**src/rtl/core/tbtb_pkg.sv**
```systemverilog
// ============================================================================
// tbtb_pkg: shared types and constants of the timer bank
// Request codes, time base codes and the entry record stored per timer.
// ============================================================================
`default_nettype none

package tbtb_pkg;

    localparam int unsigned TICK_W = 32;

    // request codes
    typedef enum logic [2:0] {
        REQ_START   = 3'd0,
        REQ_PAUSE   = 3'd1,
        REQ_STOP    = 3'd2,
        REQ_SET     = 3'd3,
        REQ_GET     = 3'd4,
        REQ_TICK    = 3'd5,
        REQ_SERVICE = 3'd6,
        REQ_CLOSE   = 3'd7
    } t_req;

    // configuration register indexes
    localparam logic [1:0] CFG_CENTI  = 2'd0;
    localparam logic [1:0] CFG_DECI   = 2'd1;
    localparam logic [1:0] CFG_SECOND = 2'd2;
    localparam logic [1:0] CFG_MINUTE = 2'd3;

    // one timer entry as held in the bank memory
    typedef struct packed {
        logic [TICK_W-1:0] ticks;
        logic [1:0]        unit;
        logic              paused;
        logic              expired;
    } t_entry;

    // divider request/response
    typedef struct packed {
        logic              start;
        logic [TICK_W-1:0] dividend;
        logic [TICK_W-1:0] divisor;
    } t_div_req;

    typedef struct packed {
        logic              done;
        logic [TICK_W-1:0] quotient;
    } t_div_rsp;

endpackage

`default_nettype wire

```
**src/rtl/core/tbtb_div.sv**
```systemverilog
// ============================================================================
// tbtb_div: radix-2 restoring divider
// Produces one quotient bit per cycle.
// ============================================================================
`default_nettype none

module tbtb_div
    import tbtb_pkg::*;
(
    input  wire logic     i_clk,
    input  wire logic     i_rst_n,
    input  wire t_div_req i_req,
    output t_div_rsp      o_rsp
);

    localparam int unsigned CNT_W = $clog2(TICK_W + 1);

    logic [TICK_W-1:0] r_quo, n_quo;
    logic [TICK_W-1:0] r_rem, n_rem;
    logic [TICK_W-1:0] r_den;
    logic [CNT_W-1:0]  r_cnt, n_cnt;
    logic              r_busy, n_busy;
    logic              r_done, n_done;
    logic [TICK_W:0]   w_trial;
    logic [TICK_W:0]   w_diff;

    // shift in the next dividend bit and try subtracting
    always_comb begin
        w_trial = {r_rem, r_quo[TICK_W-1]};
        w_diff  = w_trial - {1'b0, r_den};
        n_quo   = r_quo;
        n_rem   = r_rem;
        n_cnt   = r_cnt;
        n_busy  = r_busy;
        n_done  = 1'b0;
        if (i_req.start) begin
            n_quo  = i_req.dividend;
            n_rem  = '0;
            n_cnt  = CNT_W'(TICK_W);
            n_busy = 1'b1;
        end else if (r_busy) begin
            if (w_diff[TICK_W]) begin
                n_rem = w_trial[TICK_W-1:0];
                n_quo = {r_quo[TICK_W-2:0], 1'b0};
            end else begin
                n_rem = w_diff[TICK_W-1:0];
                n_quo = {r_quo[TICK_W-2:0], 1'b1};
            end
            n_cnt = r_cnt - CNT_W'(1);
            if (r_cnt == CNT_W'(1)) begin
                n_busy = 1'b0;
                n_done = 1'b1;
            end
        end
    end

    always_ff @(posedge i_clk) begin
        if (!i_rst_n) begin
            r_busy <= 1'b0;
            r_done <= 1'b0;
            r_cnt  <= '0;
        end else begin
            r_busy <= n_busy;
            r_done <= n_done;
            r_cnt  <= n_cnt;
        end
        r_quo <= n_quo;
        r_rem <= n_rem;
        if (i_req.start) begin
            r_den <= i_req.divisor;
        end
    end

    assign o_rsp.done     = r_done;
    assign o_rsp.quotient = r_quo;

endmodule

`default_nettype wire

```
**src/rtl/core/tbtb_bank.sv**
```systemverilog
// ============================================================================
// tbtb_bank: timer entry memory
// One write port and one read port, read data registered; the top-level clear
// sweep resets entries through the write port one per cycle.
// ============================================================================
`default_nettype none

module tbtb_bank
    import tbtb_pkg::*;
#(
    parameter int unsigned DEPTH = 8,
    parameter int unsigned IDX_W = 3
) (
    input  wire logic             i_clk,
    input  wire logic             i_we,
    input  wire logic [IDX_W-1:0] i_waddr,
    input  wire t_entry           i_wdata,
    input  wire logic [IDX_W-1:0] i_raddr,
    output t_entry                o_rdata
);

    t_entry r_mem [DEPTH];

    // write port
    always_ff @(posedge i_clk) begin
        if (i_we) begin
            r_mem[i_waddr] <= i_wdata;
        end
    end

    // registered read port
    always_ff @(posedge i_clk) begin
        o_rdata <= r_mem[i_raddr];
    end

endmodule

`default_nettype wire

```
**src/rtl/core/timer_bank_with_time_bases.sv**
```systemverilog
// ============================================================================
// timer_bank_with_time_bases: bank of countdown timers with four time bases
// Timer state lives in a single-port-write memory walked by a sequencer.
// ============================================================================
//
//  channel  | dir | width | contents
//  s_axis   | in  | 48    | req_type, timer_index, time_value, time_base, pause_mode
//  m_axis   | out | 40+1  | status, remaining_time, expired_valid, expired_index; tlast
//  cfg      | in  | 30    | base tick registers, index 0..3
//
//  Per-timer requests pass through read, check and emit states; start and set add
//  multiply and load states (saturating multiply path), get waits for the
//  shift-subtract divider. Tick, service and close walk every entry in a read
//  state and a modify-and-write-back state, plus a report state per service hit.
//  After reset a clear pass over all TIMER_COUNT entries runs before the first
//  transfer is taken. A stalled output holds the sequencer in its emit state.
//
`default_nettype none

module timer_bank_with_time_bases
    import tbtb_pkg::*;
#(
    parameter int unsigned TIMER_COUNT = 8
) (
    input  wire logic        i_clk,
    input  wire logic        i_rst_n,
    // tdata: req_type[2:0], timer_index[8:3], time_value[40:9],
    //        time_base[42:41], pause_mode[43], zero fill [47:44]
    input  wire logic [47:0] s_axis_tdata,
    input  wire logic        s_axis_tvalid,
    output logic             s_axis_tready,
    // tdata: status[0], remaining_time[32:1], expired_valid[33],
    //        expired_index[39:34]
    output logic [39:0]      m_axis_tdata,
    output logic             m_axis_tlast,
    output logic             m_axis_tvalid,
    input  wire logic        m_axis_tready,
    input  wire logic        i_cfg_we,
    input  wire logic [1:0]  i_cfg_index,
    input  wire logic [29:0] i_cfg_data
);

    localparam int unsigned IDX_W = (TIMER_COUNT > 1) ? $clog2(TIMER_COUNT) : 1;
    localparam int unsigned WALK_W = $clog2(TIMER_COUNT + 1);
    localparam int unsigned RES_LIMIT = 8;
    localparam int unsigned NRES_W = 4;

    typedef enum logic [10:0] {
        ST_CLEAR  = 11'b00000000001,
        ST_IDLE   = 11'b00000000010,
        ST_READ   = 11'b00000000100,
        ST_MOD    = 11'b00000001000,
        ST_MUL    = 11'b00000010000,
        ST_LOAD   = 11'b00000100000,
        ST_DIV    = 11'b00001000000,
        ST_WALK   = 11'b00010000000,
        ST_WMOD   = 11'b00100000000,
        ST_EMIT   = 11'b01000000000,
        ST_WEMIT  = 11'b10000000000
    } t_state;

    // configuration registers
    logic [15:0] r_cfg0;
    logic [19:0] r_cfg1;
    logic [23:0] r_cfg2;
    logic [29:0] r_cfg3;

    always_ff @(posedge i_clk) begin
        if (!i_rst_n) begin
            r_cfg0 <= 16'd10;
            r_cfg1 <= 20'd100;
            r_cfg2 <= 24'd1000;
            r_cfg3 <= 30'd60000;
        end else if (i_cfg_we) begin
            unique case (i_cfg_index)
                CFG_CENTI:  r_cfg0 <= i_cfg_data[15:0];
                CFG_DECI:   r_cfg1 <= i_cfg_data[19:0];
                CFG_SECOND: r_cfg2 <= i_cfg_data[23:0];
                CFG_MINUTE: r_cfg3 <= i_cfg_data;
                default:    r_cfg0 <= r_cfg0;
            endcase
        end
    end

    function automatic logic [31:0] base_sel(input logic [1:0] u, input logic [15:0] c0,
                                             input logic [19:0] c1, input logic [23:0] c2,
                                             input logic [29:0] c3);
        logic [31:0] v;
        case (u)
            CFG_CENTI:  v = {16'd0, c0};
            CFG_DECI:   v = {12'd0, c1};
            CFG_SECOND: v = {8'd0, c2};
            default:    v = {2'd0, c3};
        endcase
        return v;
    endfunction

    // request fields
    logic [2:0]  w_req;
    logic [5:0]  w_idx;
    logic [31:0] w_tval;
    logic [1:0]  w_base;
    logic        w_mode;
    assign w_req  = s_axis_tdata[2:0];
    assign w_idx  = s_axis_tdata[8:3];
    assign w_tval = s_axis_tdata[40:9];
    assign w_base = s_axis_tdata[42:41];
    assign w_mode = s_axis_tdata[43];

    t_state          r_state, n_state;
    t_req            r_req;
    logic [5:0]      r_idx;
    logic [31:0]     r_tval;
    logic [1:0]      r_base;
    logic            r_mode;
    logic [WALK_W-1:0] r_walk, n_walk;
    logic [NRES_W-1:0] r_nres, n_nres;
    logic [47:0]     r_prod_hi, r_prod_lo;
    logic [1:0]      r_unit_sel;
    t_entry          r_cur;

    // output register
    logic        r_ov, n_ov;
    logic        r_ost, n_ost;
    logic [31:0] r_orem, n_orem;
    logic        r_oev, n_oev;
    logic [5:0]  r_oei, n_oei;
    logic        r_olast, n_olast;

    // memory ports
    logic             w_we;
    logic [IDX_W-1:0] w_waddr;
    t_entry           w_wdata;
    logic [IDX_W-1:0] w_raddr;
    t_entry           w_rdata;

    tbtb_bank #(.DEPTH(TIMER_COUNT), .IDX_W(IDX_W)) u_bank (
        .i_clk  (i_clk),
        .i_we   (w_we),
        .i_waddr(w_waddr),
        .i_wdata(w_wdata),
        .i_raddr(w_raddr),
        .o_rdata(w_rdata)
    );

    t_div_req w_dreq;
    t_div_rsp w_drsp;

    tbtb_div u_div (
        .i_clk  (i_clk),
        .i_rst_n(i_rst_n),
        .i_req  (w_dreq),
        .o_rsp  (w_drsp)
    );

    logic w_ok;
    assign w_ok = ({2'd0, r_idx} < 8'(TIMER_COUNT));

    logic w_out_free;
    assign w_out_free = !r_ov || m_axis_tready;

    assign s_axis_tready = (r_state == ST_IDLE) && !r_ov;

    // base of the addressed timer straight from the read data while it is checked
    logic [1:0] w_unit;
    assign w_unit = (r_state == ST_MOD) ? w_rdata.unit : r_unit_sel;

    // 32x16 partial products keep each multiplier narrow
    logic [47:0] w_pp_lo, w_pp_hi;
    logic [31:0] w_bsel;
    assign w_bsel  = base_sel(w_unit, r_cfg0, r_cfg1, r_cfg2, r_cfg3);
    assign w_pp_lo = r_tval * w_bsel[15:0];
    assign w_pp_hi = r_tval * w_bsel[31:16];

    logic [64:0] w_prod;
    assign w_prod = 65'(r_prod_lo) + 65'({r_prod_hi, 16'd0});
    logic [31:0] w_loadv;

    // sequencer
    always_comb begin
        n_state = r_state;
        n_walk  = r_walk;
        n_nres  = r_nres;
        w_we    = 1'b0;
        w_waddr = r_walk[IDX_W-1:0];
        w_wdata = '0;
        w_raddr = r_walk[IDX_W-1:0];
        w_dreq  = '0;
        n_ov    = r_ov && !m_axis_tready;
        n_ost   = r_ost;
        n_orem  = r_orem;
        n_oev   = r_oev;
        n_oei   = r_oei;
        n_olast = r_olast;
        w_loadv = (w_prod[64:32] != 33'd0) ? 32'hFFFF_FFFF : w_prod[31:0];

        unique case (r_state)
            ST_CLEAR: begin
                w_we    = 1'b1;
                w_waddr = r_walk[IDX_W-1:0];
                n_walk  = r_walk + WALK_W'(1);
                if (r_walk == WALK_W'(TIMER_COUNT - 1)) begin
                    n_state = ST_IDLE;
                end
            end
            ST_IDLE: begin
                n_walk = '0;
                n_nres = '0;
                if (s_axis_tvalid && s_axis_tready) begin
                    n_state = ST_READ;
                end
            end
            ST_READ: begin
                if (r_req == REQ_TICK || r_req == REQ_SERVICE || r_req == REQ_CLOSE) begin
                    w_raddr = '0;
                    n_state = ST_WALK;
                end else begin
                    w_raddr = r_idx[IDX_W-1:0];
                    n_state = ST_MOD;
                end
            end
            ST_MOD: begin
                // entry on the read port now; keep it addressed so r_cur follows
                w_raddr = r_idx[IDX_W-1:0];
                n_state = ST_EMIT;
                n_ost = 1'b0; n_orem = '0; n_oev = 1'b0; n_oei = '0; n_olast = 1'b1;
                w_waddr = r_idx[IDX_W-1:0];
                w_wdata = w_rdata;
                if (!w_ok) begin
                    n_ost = 1'b1;
                end else begin
                    case (r_req)
                        REQ_START: n_state = ST_MUL;
                        REQ_PAUSE: begin
                            w_we = 1'b1;
                            w_wdata.paused = r_mode;
                        end
                        REQ_STOP: begin
                            w_we = 1'b1;
                            w_wdata = '0;
                        end
                        REQ_SET: begin
                            if (w_rdata.ticks == '0) n_ost = 1'b1;
                            else n_state = ST_MUL;
                        end
                        REQ_GET: begin
                            if (w_rdata.ticks == '0) begin
                                n_ost = 1'b1;
                            end else if (w_bsel == '0) begin
                                n_orem = 32'hFFFF_FFFF;
                            end else begin
                                w_dreq.start    = 1'b1;
                                w_dreq.dividend = w_rdata.ticks;
                                w_dreq.divisor  = w_bsel;
                                n_state = ST_DIV;
                            end
                        end
                        default: n_ost = r_ost;
                    endcase
                end
            end
            ST_MUL: begin
                n_state = ST_LOAD;
            end
            ST_LOAD: begin
                w_we    = 1'b1;
                w_waddr = r_idx[IDX_W-1:0];
                w_wdata = r_cur;
                w_wdata.ticks = w_loadv;
                w_wdata.unit  = r_unit_sel;
                n_state = ST_EMIT;
            end
            ST_DIV: begin
                if (w_drsp.done) begin
                    n_orem  = w_drsp.quotient;
                    n_state = ST_EMIT;
                end
            end
            ST_EMIT: begin
                if (w_out_free) begin
                    n_ov    = 1'b1;
                    n_state = ST_IDLE;
                end
            end
            ST_WALK: begin
                // read of entry r_walk issued; next cycle r_cur valid
                n_state = ST_WMOD;
            end
            ST_WMOD: begin
                w_waddr = r_walk[IDX_W-1:0];
                w_wdata = r_cur;
                n_state = ST_WALK;
                n_walk  = r_walk + WALK_W'(1);
                w_raddr = IDX_W'(r_walk + WALK_W'(1));
                case (r_req)
                    REQ_TICK: begin
                        if (r_cur.ticks != '0 && !r_cur.paused) begin
                            w_we = 1'b1;
                            w_wdata.ticks = r_cur.ticks - 32'd1;
                            if (r_cur.ticks == 32'd1) w_wdata.expired = 1'b1;
                        end
                    end
                    REQ_CLOSE: begin
                        w_we = 1'b1;
                        w_wdata = '0;
                    end
                    default: begin
                        if (r_cur.expired && r_nres != NRES_W'(RES_LIMIT)) begin
                            n_state = ST_WEMIT;
                            n_walk  = r_walk;
                            w_raddr = r_walk[IDX_W-1:0];
                        end
                    end
                endcase
                if (n_state == ST_WALK && r_walk == WALK_W'(TIMER_COUNT - 1)) begin
                    if (r_req == REQ_SERVICE && r_nres != '0) begin
                        // last expired result already sent with tlast
                        n_state = ST_IDLE;
                    end else begin
                        n_state = ST_EMIT;
                        n_ost = 1'b0; n_orem = '0; n_oev = 1'b0; n_oei = '0; n_olast = 1'b1;
                    end
                end
            end
            ST_WEMIT: begin
                // hold until output free, then clear mark and report
                w_raddr = r_walk[IDX_W-1:0];
                if (w_out_free) begin
                    w_we    = 1'b1;
                    w_waddr = r_walk[IDX_W-1:0];
                    w_wdata = r_cur;
                    w_wdata.expired = 1'b0;
                    n_ov    = 1'b1;
                    n_ost   = 1'b0;
                    n_orem  = '0;
                    n_oev   = 1'b1;
                    n_oei   = 6'(r_walk[IDX_W-1:0]);
                    n_olast = 1'b0;
                    n_nres  = r_nres + NRES_W'(1);
                    n_walk  = r_walk + WALK_W'(1);
                    w_raddr = IDX_W'(r_walk + WALK_W'(1));
                    n_state = ST_WALK;
                    if (r_walk == WALK_W'(TIMER_COUNT - 1) ||
                        r_nres == NRES_W'(RES_LIMIT - 1)) begin
                        n_olast = 1'b1;
                        n_state = ST_IDLE;
                    end
                end
            end
            default: n_state = ST_IDLE;
        endcase
    end

    // the tlast of a service result is known only at its end; later hits are
    // emitted while the walk continues, so the pending result is flagged last
    // only when no later hit follows. Resolve by looking ahead in the marks.
    logic [TIMER_COUNT-1:0] r_exp_shadow;

    always_ff @(posedge i_clk) begin
        if (!i_rst_n) begin
            r_state <= ST_CLEAR;
            r_walk  <= '0;
            r_nres  <= '0;
            r_ov    <= 1'b0;
            r_exp_shadow <= '0;
        end else begin
            r_state <= n_state;
            r_walk  <= n_walk;
            r_nres  <= n_nres;
            r_ov    <= n_ov;
            if (w_we) r_exp_shadow[w_waddr] <= w_wdata.expired;
        end
        if (s_axis_tvalid && s_axis_tready) begin
            r_req  <= t_req'(w_req);
            r_idx  <= w_idx;
            r_tval <= w_tval;
            r_base <= w_base;
            r_mode <= w_mode;
        end
        if (r_state == ST_MOD) begin
            r_unit_sel <= (r_req == REQ_START) ? r_base : w_rdata.unit;
        end
        // capture both partial products of the load value
        if (r_state == ST_MUL) begin
            r_prod_lo <= w_pp_lo;
            r_prod_hi <= w_pp_hi;
        end
        r_cur   <= w_rdata;
        r_ost   <= n_ost;
        r_orem  <= n_orem;
        r_oev   <= n_oev;
        r_oei   <= n_oei;
        r_olast <= n_olast;
    end

    // tlast on a service hit: no further marked entry above it, or the result limit reached
    logic [TIMER_COUNT-1:0] w_above;
    logic                   w_more;
    always_comb begin
        for (int k = 0; k < TIMER_COUNT; k++) begin
            w_above[k] = r_exp_shadow[k] && (WALK_W'(k) > WALK_W'(r_oei));
        end
        w_more = (w_above != '0) && (r_nres != NRES_W'(RES_LIMIT));
    end

    assign m_axis_tvalid = r_ov;
    assign m_axis_tdata  = {r_oei, r_oev, r_orem, r_ost};
    assign m_axis_tlast  = r_oev ? (r_olast || !w_more) : r_olast;

endmodule

`default_nettype wire
```
**config.mk**
```make
export PLATFORM = sky130hd
export DESIGN_NAME = timer_bank_with_time_bases
export DESIGN_NICKNAME = d
export VERILOG_FILES = /design/src/rtl/core/tbtb_pkg.sv /design/src/rtl/core/tbtb_div.sv /design/src/rtl/core/tbtb_bank.sv /design/src/rtl/core/timer_bank_with_time_bases.sv
export SDC_FILE = /design/constraint.sdc
export NUM_CORES = 2
export LEC_CHECK = 0
export ABC_AREA = 1
export ABC_CLOCK_PERIOD_IN_PS = 15200
export BUFFER_PORTS_ARGS = -buffer_cell sky130_fd_sc_hd__buf_2
export CAP_MARGIN = 20
export CORE_UTILIZATION = 55
export DETAILED_ROUTE_END_ITERATION = 7
export GPL_ROUTABILITY_DRIVEN = 0
export GPL_TIMING_DRIVEN = 0
export PLACE_DENSITY_LB_ADDON = 0.05
export SYNTH_ARGS = -nofsm -noshare
export SYNTH_HDL_FRONTEND = slang
export SYNTH_SLANG_ARGS = --single-unit
```
**constraint.sdc**
```tcl
create_clock -name i_clk -period 15.2 [get_ports i_clk]
set_clock_uncertainty 0.05 [all_clocks]
set_input_delay 3.04 -clock i_clk [delete_from_list [all_inputs] [get_ports i_clk]]
set_output_delay 3.04 -clock i_clk [all_outputs]
set_load 0.05 [all_outputs]
```
==> flow_metrics.env <==
export IMPL_synth_top_cells_by_area="edfxtp_1 24%, fa_1 24%, inv_1 8.7%"
export IMPL_crit_family="adder cells"
export IMPL_post_drt_via_cell_ratio=5.636
export IMPL_finalWorstSetupSlack_ps=5532
export IMPL_cts_sinks=759
export IMPL_core_area_um2=116800
export IMPL_die_w_um=346.2
export IMPL_start_util_pct=55.76
export IMPL_synth_top_cell_by_area="edfxtp_1"
export IMPL_design_area_um2=70900
export IMPL_yosys_area_top_type_share_pct=24.43
export IMPL_nFillCells=10300
export IMPL_cp_arrival_ps=10040
export IMPL_power_mw=8.401
export IMPL_num_rows=125
export IMPL_wirelength_mm=210.9
export IMPL_grt_pass1_vias=53600
export IMPL_cpMaxStageDelayCell="clkbuf_1"
export IMPL_numCtsBuffers=81
export IMPL_status="complete, no violations"
export IMPL_grt_max_degree=79
export IMPL_grt_antenna_before_repair=4
export IMPL_tightest_slew_ps=1307
export IMPL_synth_async_reset_ratio_pct=0
export IMPL_postCtsSetupRepairBufs=0
export IMPL_dr_pass1_iters=6
export IMPL_required_ps=15570
export IMPL_layout_nets=9042
export IMPL_setup_violations=0
export IMPL_regArea_um2=20500
export IMPL_wire_per_inst_um=22.29
export IMPL_place_area_um2=68040
export IMPL_insertion_delay_ps=710
export IMPL_syn_cell_area_um2=65140
export IMPL_ant_nets=0
export IMPL_timing_fmax_mhz=103.4
export IMPL_drt_first_iter_violations=5325
export IMPL_path_max_fanout=10
export IMPL_ys_ff_latch=759
export IMPL_clk_pin_slew_ps=60
export IMPL_ys_warn_count=0
export IMPL_die_h_um=346.2
export IMPL_yosysUniqueCellTypes=62
export IMPL_synth_edff_count=530
export IMPL_die_area_um2=119800
export IMPL_place_ws_ps=5763
export IMPL_slew_violations=0
export IMPL_fin_crit_sh_pct=63.60
export IMPL_synth_area_per_cell_um2=8.516
export IMPL_dp_hpwl_mm=168.2
export IMPL_grt_ovfl_total=0
export IMPL_criticalPathCategory="reg2reg"
export IMPL_endpoint_kind="flip-flop"
export IMPL_min_path_type="reg2reg"
export IMPL_max_clock_path_buffers=3
export IMPL_cp_start_kind="flip-flop"
export IMPL_drv_cap=0
export IMPL_yosys_most_used_dff="edfxtp_1"
export IMPL_multi_input_area_um2=37720
export IMPL_maxSlewHeadroom_pct=12.85
export IMPL_cts_root_buffer="clkbuf_16"
export IMPL_synth_seq_area_share_pct=31.47
export IMPL_io_buffer_count=120
export IMPL_timing_setup_tns_ps=0
export IMPL_fin_crit_ps=9668
export IMPL_ir_drop_mv=0.1121
export IMPL_power_density_nw_per_um2=118.5
export IMPL_cts_tree="yes"
export IMPL_synthCells=7649
export IMPL_rsz0062_at_grt="false"
export IMPL_grt_total_usage_pct=35.52
export IMPL_drc=0
export IMPL_postCtsHoldBufs=0
export IMPL_vias=53340
export IMPL_cts_repair_resized=0
export IMPL_grt_pass1_wl_mm=319.0
export IMPL_p_leak_nw=32.21
export IMPL_io_pins=128
export IMPL_htreeDepth=3
export IMPL_dp_cells=9311
export IMPL_crit_buf_inv=10
export IMPL_finalHoldViolations=0
export IMPL_cp_slowest_stage_delay_ps=930
export IMPL_syn_to_final_growth_pct=8.841
export IMPL_drive_gt1_share_pct=4.724
export IMPL_final_cells=9464
-- metrics by stage --
stage          util (%)  hold slack [ps]
3_5_place_dp      58.24            296.0
4_1_cts           60.66            307.2
3_3_place_gp      57.91            289.7
6_report          60.69            307.9
5_1_grt           60.68            316.1
2_1_floorplan         -            280.8
-- cells in the mapped netlist, types with 4 or more instances --
master,n
a211oi_1,10
a21boi_0,11
a21o_1,15
a21oi_1,288
a31oi_1,42
buf_1,17
buf_2,26
buf_4,15
clkbuf_1,240
clkinv_1,19
dfxtp_1,229
edfxtp_1,530
fa_1,778
ha_1,307
inv_1,1509
inv_2,12
nand2_1,1415
nand2_2,14
nand3_1,205
nand3_2,4
nand3b_1,4
nand4_1,32
nor2_1,999
nor2_2,6
nor3_1,54
nor4_1,24
o211ai_1,42
o21a_1,30
o21ai_0,385
o21ai_1,68
o21bai_1,15
o221ai_1,19
o22ai_1,88
or2_1,5
xnor2_1,63
xor2_1,85
-- cells in the final DEF, fill, tap and decap left out, types with 32 or more instances in the layout --
cell          n
inv_1      1505
nand2_1    1414
nor2_1      992
fa_1        778
edfxtp_1    530
o21ai_0     385
ha_1        307
a21oi_1     288
clkbuf_1    258
dfxtp_1     229
nand3_1     205
buf_2       146
o22ai_1      88
xor2_1       85
clkbuf_16    83
o21ai_1      68
xnor2_1      63
nor3_1       54
o211ai_1     42
a31oi_1      42
nand4_1      32
-- worst paths after layout --
check / startpoint / end / slack, ps / cells after the start
hold / removal: u_bank.o_rdata[1]$_DFF_P_ / r_cur[1]$_DFF_P_ / 310 / 0
setup / recovery: r_state[8]$_SDFFE_PN0P_ / r_prod_hi[47]$_DFFE_PP_ / 5530 / 37
hold reg to reg: u_bank.o_rdata[1]$_DFF_P_ / r_cur[1]$_DFF_P_ / 310 / 0
setup reg to reg: r_state[8]$_SDFFE_PN0P_ / r_prod_hi[47]$_DFFE_PP_ / 5530 / 37
-- cell families after synthesis --
| group | Yosys count | synth area share, % |
|---|---|---|
| simple gates | 2776 | 16.97 |
| mux | 1 | 0.01729 |
| flops | 759 | 31.47 |
| xor+xnor | 148 | 1.990 |
| fa+ha+maj | 1085 | 29.81 |
| other cells | 1 | 0.005757 |
| compound gates | 1040 | 8.993 |
| buf+inv | 1839 | 10.74 |
-- registers in the layout, summed over array words and instances, names as in the netlist, 32 cells and up --
signal          flops
u_div.r_quo        32
r_cur              36
r_tval             32
u_div.r_rem        32
r_orem             32
u_bank.o_rdata     36
r_prod_lo          48
u_bank.r_mem      288
r_prod_hi          48
-- power by group --
part           internal (mW)  switching [mW]
Sequential              2.63           0.148
Clock                   1.23           0.874
Combinational           1.13            2.39
Total                   4.99            3.41
-- final cells by class --
class,count,share of cell area (%)
clock inverters,37,0.7377
clock buffers,113,3.258
flip-flops and latches,759,28.91
repair buffers,138,1.325
multi-input cells,5053,53.20
inverters,1540,8.157
well taps,1524,2.689
diodes,1,0.003529
plain buffers,299,1.719
-- per-layer routing --
layer  vias up  global-route usage (%)  share of wire, %
li1      24300                       -                 -
met1     25890                   44.91                38
met2      2632                   56.57                45
met3       521                   7.611               9.6
met4         2                   20.45               6.7
met5         -                       0            0.0062
Power figures use the tool's default switching activity.
